===== config.mk =====
export PLATFORM = sky130hd
export DESIGN_NAME = signal_message_deframer_unit
export DESIGN_NICKNAME = d
export VERILOG_FILES = /design/src/rtl/sdf_pkg.sv /design/src/rtl/signal_message_deframer_unit.sv
export SDC_FILE = /design/constraint.sdc
export NUM_CORES = 1
export LEC_CHECK = 0
export BUFFER_PORTS_ARGS = -buffer_cell sky130_fd_sc_hd__buf_2
export CAP_MARGIN = 20
export CORE_MARGIN = 1
export CORE_UTILIZATION = 54
export DETAILED_ROUTE_END_ITERATION = 8
export GPL_ROUTABILITY_DRIVEN = 0
export GPL_TIMING_DRIVEN = 0
export PLACE_DENSITY = 0.83
export SLEW_MARGIN = 20
export SYNTH_ARGS = -nofsm -noshare
export SYNTH_HDL_FRONTEND = slang
export SYNTH_SLANG_ARGS = --single-unit
export TNS_END_PERCENT = 100

===== constraint.sdc =====
create_clock -name clk -period 5.44 [get_ports clk]
set_clock_uncertainty 0.1 [all_clocks]
set_input_delay 1.088 -clock clk [delete_from_list [all_inputs] [get_ports clk]]
set_output_delay 1.088 -clock clk [all_outputs]
set_load 0.005 [all_outputs]

===== src/rtl/sdf_pkg.sv =====
// ----------------------------------------------------------------------------
// Signal message deframer package
// Shared widths, message kinds, register indexes and header constants.
// ----------------------------------------------------------------------------
package sdf_pkg;

  localparam int unsigned BYTE_W  = 8;
  localparam int unsigned FIELD_W = 16;
  localparam int unsigned POS_W   = 17;
  localparam int unsigned CFG_IDX_W = 8;

  // Header lengths: code plus one 16-bit field, or code plus two fields.
  localparam logic [POS_W:0] HDR_SHORT   = (POS_W+1)'(3);
  localparam logic [POS_W:0] HDR_SHARING = (POS_W+1)'(5);

  // The position count holds at its largest value.
  localparam logic [POS_W-1:0] POS_MAX = {POS_W{1'b1}};

  typedef enum logic [2:0] {
    KIND_RSSI      = 3'd0,
    KIND_PAYLOAD   = 3'd1,
    KIND_SHARING   = 3'd2,
    KIND_IMMEDIATE = 3'd3,
    KIND_UNKNOWN   = 3'd4
  } kind_t;

  localparam logic [CFG_IDX_W-1:0] REG_CODE_RSSI      = 8'd0;
  localparam logic [CFG_IDX_W-1:0] REG_CODE_PAYLOAD   = 8'd1;
  localparam logic [CFG_IDX_W-1:0] REG_CODE_SHARING   = 8'd2;
  localparam logic [CFG_IDX_W-1:0] REG_CODE_IMMEDIATE = 8'd3;

  localparam logic [BYTE_W-1:0] RST_CODE_RSSI      = 8'd1;
  localparam logic [BYTE_W-1:0] RST_CODE_PAYLOAD   = 8'd2;
  localparam logic [BYTE_W-1:0] RST_CODE_SHARING   = 8'd3;
  localparam logic [BYTE_W-1:0] RST_CODE_IMMEDIATE = 8'd4;

  // Matches the action code in priority order; the first match wins.
  function automatic kind_t classify(input logic [BYTE_W-1:0] b,
                                     input logic [BYTE_W-1:0] c_rssi,
                                     input logic [BYTE_W-1:0] c_payload,
                                     input logic [BYTE_W-1:0] c_sharing,
                                     input logic [BYTE_W-1:0] c_immediate);
    kind_t k;
    if (b == c_rssi) k = KIND_RSSI;
    else if (b == c_payload) k = KIND_PAYLOAD;
    else if (b == c_sharing) k = KIND_SHARING;
    else if (b == c_immediate) k = KIND_IMMEDIATE;
    else k = KIND_UNKNOWN;
    return k;
  endfunction

endpackage


===== src/rtl/signal_message_deframer_unit.sv =====
// ----------------------------------------------------------------------------
// Signal message deframer
// Splits a byte stream of messages into kind, header fields and payload.
// ----------------------------------------------------------------------------
// The block takes one message byte per input word and gives exactly one result
// word for each, in the cycle after acceptance, and it accepts a new byte in every
// cycle while the result register is empty or being drained: the rate is one
// word per clock, set by the single result register behind a combinational decode
// of the byte position. The first byte of a message is matched against four
// configurable action codes (rssi, payload, sharing, immediate, checked in
// that order); anything else is an unknown message. The 16-bit header fields
// that follow are little-endian: rssi for an rssi message, a length for
// payload and immediate messages, and rssi then length for a sharing message.
// Bytes after the header are passed on as payload with the payload flag set.
// On the last byte of a message (tlast) the result carries the decoded rssi and
// length and a flag saying whether the message length matches its kind and
// declared length. Action codes may be rewritten through the configuration
// port only while no message bytes are in flight; writes to indexes beyond the
// four code registers are ignored.
// ----------------------------------------------------------------------------
module signal_message_deframer_unit (
  input  logic        clk,
  input  logic        rst,
  // Configuration write channel.
  input  logic        cfg_valid,
  output logic        cfg_ready,
  input  logic [7:0]  cfg_index,
  input  logic [7:0]  cfg_data,
  // Input stream.
  input  logic        s_axis_tvalid,
  output logic        s_axis_tready,
  input  logic [7:0]  s_axis_tdata,   // [7:0] msg_byte
  input  logic        s_axis_tlast,   // last_byte
  // Result stream.
  output logic        m_axis_tvalid,
  input  logic        m_axis_tready,
  output logic [47:0] m_axis_tdata,   // [7:0] payload_byte, [8] message_ok,
                                      // [24:9] rssi_value, [40:25] declared_length,
                                      // [47:41] zero
  output logic [3:0]  m_axis_tuser,   // [2:0] msg_kind, [3] is_payload
  output logic        m_axis_tlast    // end_of_message
);

  // Action code registers.
  logic [sdf_pkg::BYTE_W-1:0] code_rssi;
  logic [sdf_pkg::BYTE_W-1:0] code_payload;
  logic [sdf_pkg::BYTE_W-1:0] code_sharing;
  logic [sdf_pkg::BYTE_W-1:0] code_immediate;

  // Message state.
  logic [sdf_pkg::POS_W-1:0]   byte_position;
  sdf_pkg::kind_t              kind_reg;
  logic [sdf_pkg::FIELD_W-1:0] rssi_reg;
  logic [sdf_pkg::FIELD_W-1:0] length_reg;

  // Result register.
  sdf_pkg::kind_t              res_kind;
  logic                        res_is_payload;
  logic [sdf_pkg::BYTE_W-1:0]  res_payload;
  logic                        res_last;
  logic                        res_ok;
  logic [sdf_pkg::FIELD_W-1:0] res_rssi;
  logic [sdf_pkg::FIELD_W-1:0] res_length;

  // Decode of the current byte.
  logic                        in_accept;
  logic                        first_byte;
  sdf_pkg::kind_t              kind_cur;
  logic [sdf_pkg::FIELD_W-1:0] rssi_next;
  logic [sdf_pkg::FIELD_W-1:0] length_next;
  logic [sdf_pkg::POS_W-1:0]   byte_position_next;
  logic [sdf_pkg::POS_W:0]     total;
  logic                        pay_flag;
  logic                        ok_flag;
  logic [sdf_pkg::FIELD_W-1:0] rssi_out;
  logic [sdf_pkg::FIELD_W-1:0] length_out;

  // The configuration port never stalls.
  assign cfg_ready = 1'b1;

  // The result register is refilled as it drains, so a word can enter every
  // cycle while the downstream side keeps up.
  assign s_axis_tready = !m_axis_tvalid || m_axis_tready;
  assign in_accept     = s_axis_tvalid && s_axis_tready;

  assign first_byte = (byte_position == '0);
  assign total      = {1'b0, byte_position} + (sdf_pkg::POS_W+1)'(1);

  always_comb begin
    if (first_byte) begin
      kind_cur = sdf_pkg::classify(s_axis_tdata, code_rssi, code_payload,
                                   code_sharing, code_immediate);
    end else begin
      kind_cur = kind_reg;
    end

    // A new message starts from cleared header fields.
    rssi_next   = first_byte ? '0 : rssi_reg;
    length_next = first_byte ? '0 : length_reg;
    pay_flag    = 1'b0;

    case (kind_cur)
      sdf_pkg::KIND_RSSI: begin
        if (byte_position == 17'd1) rssi_next[7:0]  = s_axis_tdata;
        if (byte_position == 17'd2) rssi_next[15:8] = s_axis_tdata;
      end
      sdf_pkg::KIND_PAYLOAD, sdf_pkg::KIND_IMMEDIATE: begin
        if (byte_position == 17'd1) length_next[7:0]  = s_axis_tdata;
        if (byte_position == 17'd2) length_next[15:8] = s_axis_tdata;
        pay_flag = ({1'b0, byte_position} >= sdf_pkg::HDR_SHORT);
      end
      sdf_pkg::KIND_SHARING: begin
        if (byte_position == 17'd1) rssi_next[7:0]    = s_axis_tdata;
        if (byte_position == 17'd2) rssi_next[15:8]   = s_axis_tdata;
        if (byte_position == 17'd3) length_next[7:0]  = s_axis_tdata;
        if (byte_position == 17'd4) length_next[15:8] = s_axis_tdata;
        pay_flag = ({1'b0, byte_position} >= sdf_pkg::HDR_SHARING);
      end
      default: begin
      end
    endcase

    // End-of-message report.
    ok_flag    = 1'b0;
    rssi_out   = '0;
    length_out = '0;
    if (s_axis_tlast) begin
      case (kind_cur)
        sdf_pkg::KIND_RSSI: begin
          ok_flag  = (total == sdf_pkg::HDR_SHORT);
          rssi_out = rssi_next;
        end
        sdf_pkg::KIND_PAYLOAD, sdf_pkg::KIND_IMMEDIATE: begin
          ok_flag    = (total == sdf_pkg::HDR_SHORT + {2'b00, length_next});
          length_out = length_next;
        end
        sdf_pkg::KIND_SHARING: begin
          ok_flag    = (total == sdf_pkg::HDR_SHARING + {2'b00, length_next});
          rssi_out   = rssi_next;
          length_out = length_next;
        end
        default: begin
        end
      endcase
    end

    // The position restarts after the last byte and otherwise saturates.
    if (s_axis_tlast) begin
      byte_position_next = '0;
    end else if (byte_position != sdf_pkg::POS_MAX) begin
      byte_position_next = total[sdf_pkg::POS_W-1:0];
    end else begin
      byte_position_next = byte_position;
    end
  end

  // Configuration registers.
  always_ff @(posedge clk) begin
    if (rst) begin
      code_rssi      <= sdf_pkg::RST_CODE_RSSI;
      code_payload   <= sdf_pkg::RST_CODE_PAYLOAD;
      code_sharing   <= sdf_pkg::RST_CODE_SHARING;
      code_immediate <= sdf_pkg::RST_CODE_IMMEDIATE;
    end else if (cfg_valid && cfg_ready) begin
      case (cfg_index)
        sdf_pkg::REG_CODE_RSSI:      code_rssi      <= cfg_data;
        sdf_pkg::REG_CODE_PAYLOAD:   code_payload   <= cfg_data;
        sdf_pkg::REG_CODE_SHARING:   code_sharing   <= cfg_data;
        sdf_pkg::REG_CODE_IMMEDIATE: code_immediate <= cfg_data;
        default: begin
        end
      endcase
    end
  end

  // Message state.
  always_ff @(posedge clk) begin
    if (rst) begin
      byte_position <= '0;
      kind_reg      <= sdf_pkg::KIND_RSSI;
      rssi_reg      <= '0;
      length_reg    <= '0;
    end else if (in_accept) begin
      byte_position <= byte_position_next;
      kind_reg      <= kind_cur;
      rssi_reg      <= rssi_next;
      length_reg    <= length_next;
    end
  end

  // Result register: valid is control, the payload needs no reset.
  always_ff @(posedge clk) begin
    if (rst) begin
      m_axis_tvalid <= 1'b0;
    end else if (s_axis_tready) begin
      m_axis_tvalid <= s_axis_tvalid;
    end
  end

  always_ff @(posedge clk) begin
    if (in_accept) begin
      res_kind       <= kind_cur;
      res_is_payload <= pay_flag;
      res_payload    <= pay_flag ? s_axis_tdata : '0;
      res_last       <= s_axis_tlast;
      res_ok         <= ok_flag;
      res_rssi       <= rssi_out;
      res_length     <= length_out;
    end
  end

  assign m_axis_tdata = {7'b0, res_length, res_rssi, res_ok, res_payload};
  assign m_axis_tuser = {res_is_payload, res_kind};
  assign m_axis_tlast = res_last;

  // After the last byte of a message the next byte is decoded as an action code.
  a_pos_restart: assert property (@(posedge clk) disable iff (rst)
    (in_accept && s_axis_tlast) |=> (byte_position == '0))
    else $error("byte position not cleared after end of message");

  // Payload bytes only come from kinds that carry a payload.
  a_payload_kind: assert property (@(posedge clk) disable iff (rst)
    (m_axis_tvalid && res_is_payload) |->
      (res_kind == sdf_pkg::KIND_PAYLOAD || res_kind == sdf_pkg::KIND_SHARING ||
       res_kind == sdf_pkg::KIND_IMMEDIATE))
    else $error("payload flagged on a message without payload");

  // Header results are only reported on the last word of a message.
  a_report_at_end: assert property (@(posedge clk) disable iff (rst)
    (m_axis_tvalid && !res_last) |->
      (!res_ok && res_rssi == '0 && res_length == '0))
    else $error("message report outside end of message");

  // An accepted message is never of unknown kind.
  a_ok_known: assert property (@(posedge clk) disable iff (rst)
    (m_axis_tvalid && res_ok) |-> (res_kind != sdf_pkg::KIND_UNKNOWN))
    else $error("unknown message reported as valid");

endmodule


==> qor.yml, run 1 <==
cts:
  htree_levels: 4
  clkSlewWorstSetupHoldPaths_ns: 0.06
  cts_buffers: 17
  clk_latency_ns: 0.45
  cts_tree: "yes"
  cts_sinks: 131
  ctsLongestPathBuffers: 2
  cts-root-buf: "clkbuf_16"
  cts_hold_buf: 0
logic_synthesis:
  synth-main-ff-cell: "dfxtp_1"
  synth_cell_types: 81
  synth_commonest_cells: "133 x nor2_1, 85 x dfxtp_1, 76 x a21oi_1"
  postSynth.asyncResetShare_pct: 0
  synth_most_common_cell: "nor2_1"
  syn_area_sq_mm: 0.007809
  netlist_instances: 908
  syn_avg_cell_area_sq_um: 8.600
  yosysTopAreaCellShare_pct: 21.79
  ys_ff_latch: 131
  yosysWarningCount: 0
  synth_area_leaders: "dfxtp_1 22%, edfxtp_1 18%, nor2_1 6.4%, a21oi_1 4.9%, mux2i_1 4.7%"
  synth-edff-count: 46
  yosysSeqAreaShare_pct: 39.48
  synth_area_leader_cell: "dfxtp_1"
worst_setup_path:
  cp_max_fo: 10
  cp.arrival_ns: 5.70
  r2r_setup_slack_ns: 0.13
  reg2reg_from: "byte_position[12]"
  path_class: "in2reg"
  ff2ff_path_depth: 15
  r2r-end: "res_ok"
  crit_required_ns: 5.61
  crit_path_start_kind: "input pin"
  crit_path_end_kind: "flip-flop"
route:
  dr.pass1.iters: 9
  wl_per_cell_microns: 21.26
  routed_wl_microns: 26540
  drt_iter0_drc: 1352
  vias: 8296
  drtAntennaViolNets: 0
  drcViolationCount: 4
  via_per_inst: 6.647
global_route:
  antenna_found_initial: 0
  grt_use_total_pct: 33.72
  grt_pass1_wl_microns: 38050
  gr-total-overflow: 0
  grt_pass1_vias: 7216
  grt_max_degree: 56
placement:
  hpwl_microns: 15870
  dpl_cell_area_sq_mm: 0.008477
  io_buffers: 75
  pre_cts_ws_ns: -1.083
  placed_cells_incl_taps: 1169
power:
  p_sw_uw: 632.1
  irDropWorstVdd_uv: 229.7
  combPwrFrac_pct: 10.4
  seqPwrFrac_pct: 41.8
  p_int_uw: 1870
  p_clk_share_pct: 47.7
  leakagePower_uw: 0.003861
  power_density_mw_per_mm2: 254.4
  switching_share_pct: 25.27
job:
  cap_violations: 0
min_path:
  min_path_type: "reg2reg"
  min_to: "length_reg[11]"
  worstHoldPathCells: 2
  hp-start: "length_reg[11]"
sta:
  slew_violations: 0
  timing.slew.headroom_pct: 29.84
  period_needed_ns: 5.529
  setup_viol: 1
  hold_viol: 0
  layout_setup_ws_ns: -0.08866
  fmax_mhz: 180.9
  tightestPinTransition_ns: 1.052
  setup-tns-final_ns: -0.08866
  fin_crit_sh_pct: 101.6
layout:
  regMostFlops: "byte_position"
  largest_reg_flops: 17
  drive_above_1_share_pct: 23.97
  diodes: 0
  area_growth_pct: 25.96
  nNetsFinal: 1093
  stdcell_count: 1248
  final_area_sq_mm: 0.009836
die:
  start_util_pct: 55.82
  die_height_microns: 122.3
  core_sq_mm: 0.01399
  fp.dieW_microns: 122.3
  rows: 43
  die-area_sq_mm: 0.01495
  ios: 86
status:
  status: "finished with violations"
  violations: "design-rule violations, negative setup slack"
through the flow:
step | total power (uW) | util, % | hold WS (ns)
finish | 2502 | 70.31 | 0.3959
global route | 2561 | 70.31 | 0.4002
CTS | 2454 | 66.73 | 0.3750
detailed placement | 1270 | 60.60 | 0.3677
global placement | 1266 | 60.57 | 0.3426
floorplan | 1189 | - | 0.3366
area by class of cell:
class | instances | area, sq um
plain buffers | 62 | 397.9
clock buffers | 22 | 496.7
clock inverters | 10 | 115.1
fillers | 967 | 4153
inverters | 24 | 103.9
multi-input cells | 693 | 4621
flip-flops and latches | 131 | 3083
well taps | 180 | 225.2
repair buffers | 126 | 793.3
routing by layer:
metal,global-route usage [%],vias to the layer above,wire length (microns)
met5,0,-,0
met4,18.75,0,1842
met3,10.78,224,3349
met2,50.84,694,11760
met1,42.59,3827,9582
li1,-,3551,-
worst max-delay path, stage by stage:
cell,delay [ns]
buf_4,0.14
buf_12,0.13
xnor2_4,0.19
nand4_1,0.32
nor2_4,0.26
buf_4,0.13
buf_4,0.09
a211oi_2,0.04
a21oi_2,0.21
buf_4,0.18
a21oi_1,0.31
o221a_4,0.46
or4_1,0.55
buf_2,0.24
nor3_4,0.27
mux2i_1,0.28
xnor2_1,0.08
or4_1,0.53
nor4_2,0.16
cells by family (layout without fill, tap and decap cells):
group / after synthesis / after routing / share of synthesized area (%)
buf+inv: 90 / 244 / 5.288
flops: 131 / 131 / 39.48
compound gates: 207 / 207 / 17.61
mux: 39 / 39 / 5.031
xor+xnor: 60 / 60 / 6.906
other cells: 2 / 8 / 0.09617
fa+ha+maj: 8 / 8 / 1.378
simple gates: 371 / 371 / 24.21
power groups by stage:
| stage | clock network, uW | logic (uW) | registers [uW] |
|---|---|---|---|
| 4_1_cts | 1190 | 218 | 1050 |
| 5_1_grt | 1240 | 274 | 1050 |
| 6_report | 1190 | 261 | 1050 |
| 3_3_place_gp | 0 | 200 | 1070 |
| 3_5_place_dp | 0 | 204 | 1070 |
| 2_1_floorplan | 0 | 122 | 1070 |
what timing repair did:
| action | CTS | global route |
|---|---|---|
| endpoints found under the setup margin | 1 | 1 |
| pin swaps | 16 | 30 |
| buffers inserted | 20 | 31 |
| cloned | 0 | 0 |
| gates resized for setup | 27 | 61 |
cells in the final DEF, fill, tap and decap left out, drive strengths merged, types with 10 or more instances in the layout:
| master | instances |
|---|---|
| nand2 | 66 |
| mux2i | 37 |
| edfxtp | 46 |
| nor2 | 136 |
| nor4 | 15 |
| and2 | 22 |
| clkbuf | 54 |
| xor2 | 22 |
| nand4 | 12 |
| and3 | 18 |
| xnor2 | 37 |
| dfxtp | 85 |
| nor3 | 15 |
| nand3 | 41 |
| a211oi | 13 |
| buf | 156 |
| or3 | 10 |
| a21oi | 78 |
| nand3b | 10 |
| a22oi | 27 |
| o21ai | 33 |
| inv | 27 |
worst max path at each step:
stage / slack, ns / cells after the start / start / endpoint
floorplan: 0.002 / 21 / s_axis_tdata[0] / res_ok
global placement: -1.09 / 21 / s_axis_tdata[2] / res_ok
CTS: 0.007 / 21 / s_axis_tdata[5] / res_ok
detailed placement: -1.08 / 21 / s_axis_tdata[2] / res_ok
global route: -0.28 / 19 / s_axis_tdata[7] / res_ok
finish: -0.09 / 19 / s_axis_tdata[7] / res_ok
Note: power is estimated with default switching activity, not from simulation.
==> inputs of run 2 (changes only) <==
--- a/config.mk
+++ b/config.mk
@@ -8,11 +8,11 @@
 export BUFFER_PORTS_ARGS = -buffer_cell sky130_fd_sc_hd__buf_2
 export CAP_MARGIN = 20
 export CORE_MARGIN = 1
-export CORE_UTILIZATION = 54
+export CORE_UTILIZATION = 30
 export DETAILED_ROUTE_END_ITERATION = 8
 export GPL_ROUTABILITY_DRIVEN = 0
 export GPL_TIMING_DRIVEN = 0
-export PLACE_DENSITY = 0.83
+export PLACE_DENSITY = 0.54
 export SLEW_MARGIN = 20
 export SYNTH_ARGS = -nofsm -noshare
 export SYNTH_HDL_FRONTEND = slang
==> qor.yml, run 2 (synthesis results as in run 1) <==
global_route:
  grt_max_degree: 37  # -34%
  grt_pass1_vias: 6748  # -6.5%
  antenna_found_initial: 0  # unchanged
  gr-total-overflow: 0  # unchanged
  grt_use_total_pct: 19.23  # -14 points
  grt_pass1_wl_microns: 38680  # +1.7%
min_path:
  worstHoldPathCells: 2  # unchanged
  min_path_type: "reg2reg"
  hp-start: "length_reg[11]"
placement:
  io_buffers: 75  # unchanged
  hpwl_microns: 18060  # +14%
  pre_cts_ws_ns: -1.304  # -0.2215 ns
die:
  core_sq_mm: 0.02533  # +81%
  start_util_pct: 30.83  # -25 points
  ios: 86  # unchanged
  fp.dieW_microns: 163.3  # +34%
  rows: 58  # +35%
  die-area_sq_mm: 0.02668  # +79%
  die_height_microns: 163.3  # +34%
worst_setup_path:
  crit_start: "s_axis_tdata[2]"
  cp_slowest_cell: "or4_4"
  ff2ff_path_depth: 20  # +5
  crit_path_start_kind: "input pin"
  crit_chain: "buf_4 -> buf_12 -> xnor2_2 -> nand4_1 -> nor2_4 -> buf_4 -> nor4_4 -> a21oi_4 -> buf_6 -> inv_8 -> buf_1 -> a211oi_4 -> o221a_2 -> nand4_1 -> or4_4 -> o21ai_2 -> a221oi_1 -> or4_1 -> nor4_2"
  cp.arrival_ns: 5.62  # -0.08 ns
  crit_required_ns: 5.59  # -0.02 ns
  reg2reg_from: "byte_position[0]"
  critical_path.max_stage_delay_ns: 0.62  # +0.07 ns
  path_class: "in2reg"
  crit_path_end_kind: "flip-flop"
  cp_max_fo: 10  # unchanged
layout:
  final_cell_mix: "132 x nor2_1, 85 x dfxtp_1, 72 x buf_2"
  diodes: 0  # unchanged
  area_growth_pct: 28.87
  final_core_util_pct: 39.73  # -31 points
  drive_above_1_share_pct: 24.67  # +0.70 points
  nNetsFinal: 1099  # +0.55%
  final_common_cell: "nor2_1"
  regMostFlops: "byte_position"
  largest_reg_flops: 17  # unchanged
sta:
  hold_viol: 0  # unchanged
  rsz0062_at_grt: "true"
  timing.slew.headroom_pct: 33.77  # +3.9 points
  setup_viol: 1  # unchanged
  fmax_mhz: 182.9  # +1.1%
  fin_crit_sh_pct: 100.5  # -1.1 points
  slew_violations: 0  # unchanged
  layout_setup_ws_ns: -0.02761  # +0.06105 ns
  tightestPinTransition_ns: 0.9831  # -0.06922 ns
  period_needed_ns: 5.468  # -0.06105 ns
power:
  switching_share_pct: 27.20  # +1.9 points
  irDropWorstVdd_uv: 212.5  # -7.5%
  power_density_mw_per_mm2: 243.7  # -4.2%
  leakagePower_uw: 0.003850  # -0.28%
  seqPwrFrac_pct: 42.5  # +0.7 points
  p_sw_uw: 667.1  # +5.5%
  p_int_uw: 1786  # -4.5%
  combPwrFrac_pct: 10.5  # about the same
  p_clk_share_pct: 47.0  # -0.7 points
cts:
  cts_buffers: 17  # unchanged
  cts_hold_buf: 0  # unchanged
  cts-root-buf: "clkbuf_16"
  ctsLongestPathBuffers: 2  # unchanged
  clk_latency_ns: 0.44  # about the same
  htree_levels: 4  # unchanged
  cts_tree: "yes"
  clkSlewWorstSetupHoldPaths_ns: 0.06  # about the same
  cts_sinks: 131  # unchanged
status:
  violations: "negative setup slack"
  status: "finished with violations"
route:
  wl_per_cell_microns: 18.23  # -14%
  vias: 7488  # -9.7%
  drcViolationCount: 0  # -4
  routed_wl_microns: 25600  # -3.5%
  drt_iter0_drc: 667  # -51%
  dr.pass1.iters: 5  # -4
  drtAntennaViolNets: 0  # unchanged
  via_per_inst: 5.333  # -20%
job:
  cap_violations: 0  # unchanged
-- run 2: critical path, delay by kind of cell --
kind            cells  cell delay (ns)
simple gates        7             2.19
compound gates      5             1.26
buf+inv             6             0.95
xor+xnor            1             0.11
-- run 2: path summary, 6_finish.rpt --
path / slack [ns] / endpoint
max: -0.03 / res_ok
min: 0.36 / length_reg[11]
max reg2reg: 0.17 / res_ok
min reg2reg: 0.36 / length_reg[11]
-- run 2: power groups by stage --
stage / registers (uW) / logic, uW / clock network [uW]
floorplan: 1070 / 122 / 0
global placement: 1070 / 213 / 0
detailed placement: 1070 / 215 / 0
CTS: 1040 / 234 / 1170
global route: 1050 / 274 / 1220
finish: 1040 / 257 / 1150
-- run 2: through the flow --
stage          instance area [sq um]  instances  total power [uW]  setup TNS [ns]  hold WS [ns]
3_5_place_dp                    8685       1320              1281          -1.304        0.3480
6_report                       10060       1404              2453        -0.02761        0.3612
2_1_floorplan                   7873        914              1189               0        0.3366
3_3_place_gp                    8661       1319              1280          -1.345        0.3480
4_1_cts                         9607       1377              2452               0        0.3575
5_1_grt                        10060       1404              2541         -0.1410        0.3798
-- run 2: per-layer routing --
layer | track usage [%] | wire length (microns)
met1 | 25.33 | 11090
met2 | 29.74 | 11660
met4 | 9.218 | 928
met5 | 0 | 0
met3 | 4.088 | 1914
-- run 2: repair_timing --
action,CTS,global route
resized for setup,36,65
buffers inserted,25,29
endpoints found under the setup margin,1,1
pin swaps,20,30
-- run 2: area by class of cell --
| cell class | instances | area (sq um) |
|---|---|---|
| fill | 2514 | 15260 |
| timing repair buffer | 130 | 854.6 |
| clock inverter | 13 | 143.9 |
| sequential | 131 | 3083 |
| inverter | 24 | 106.4 |
| tap | 330 | 412.9 |
| clock buffer | 19 | 442.9 |
| multi-input combinational | 693 | 4606 |
| buffer | 64 | 414.1 |
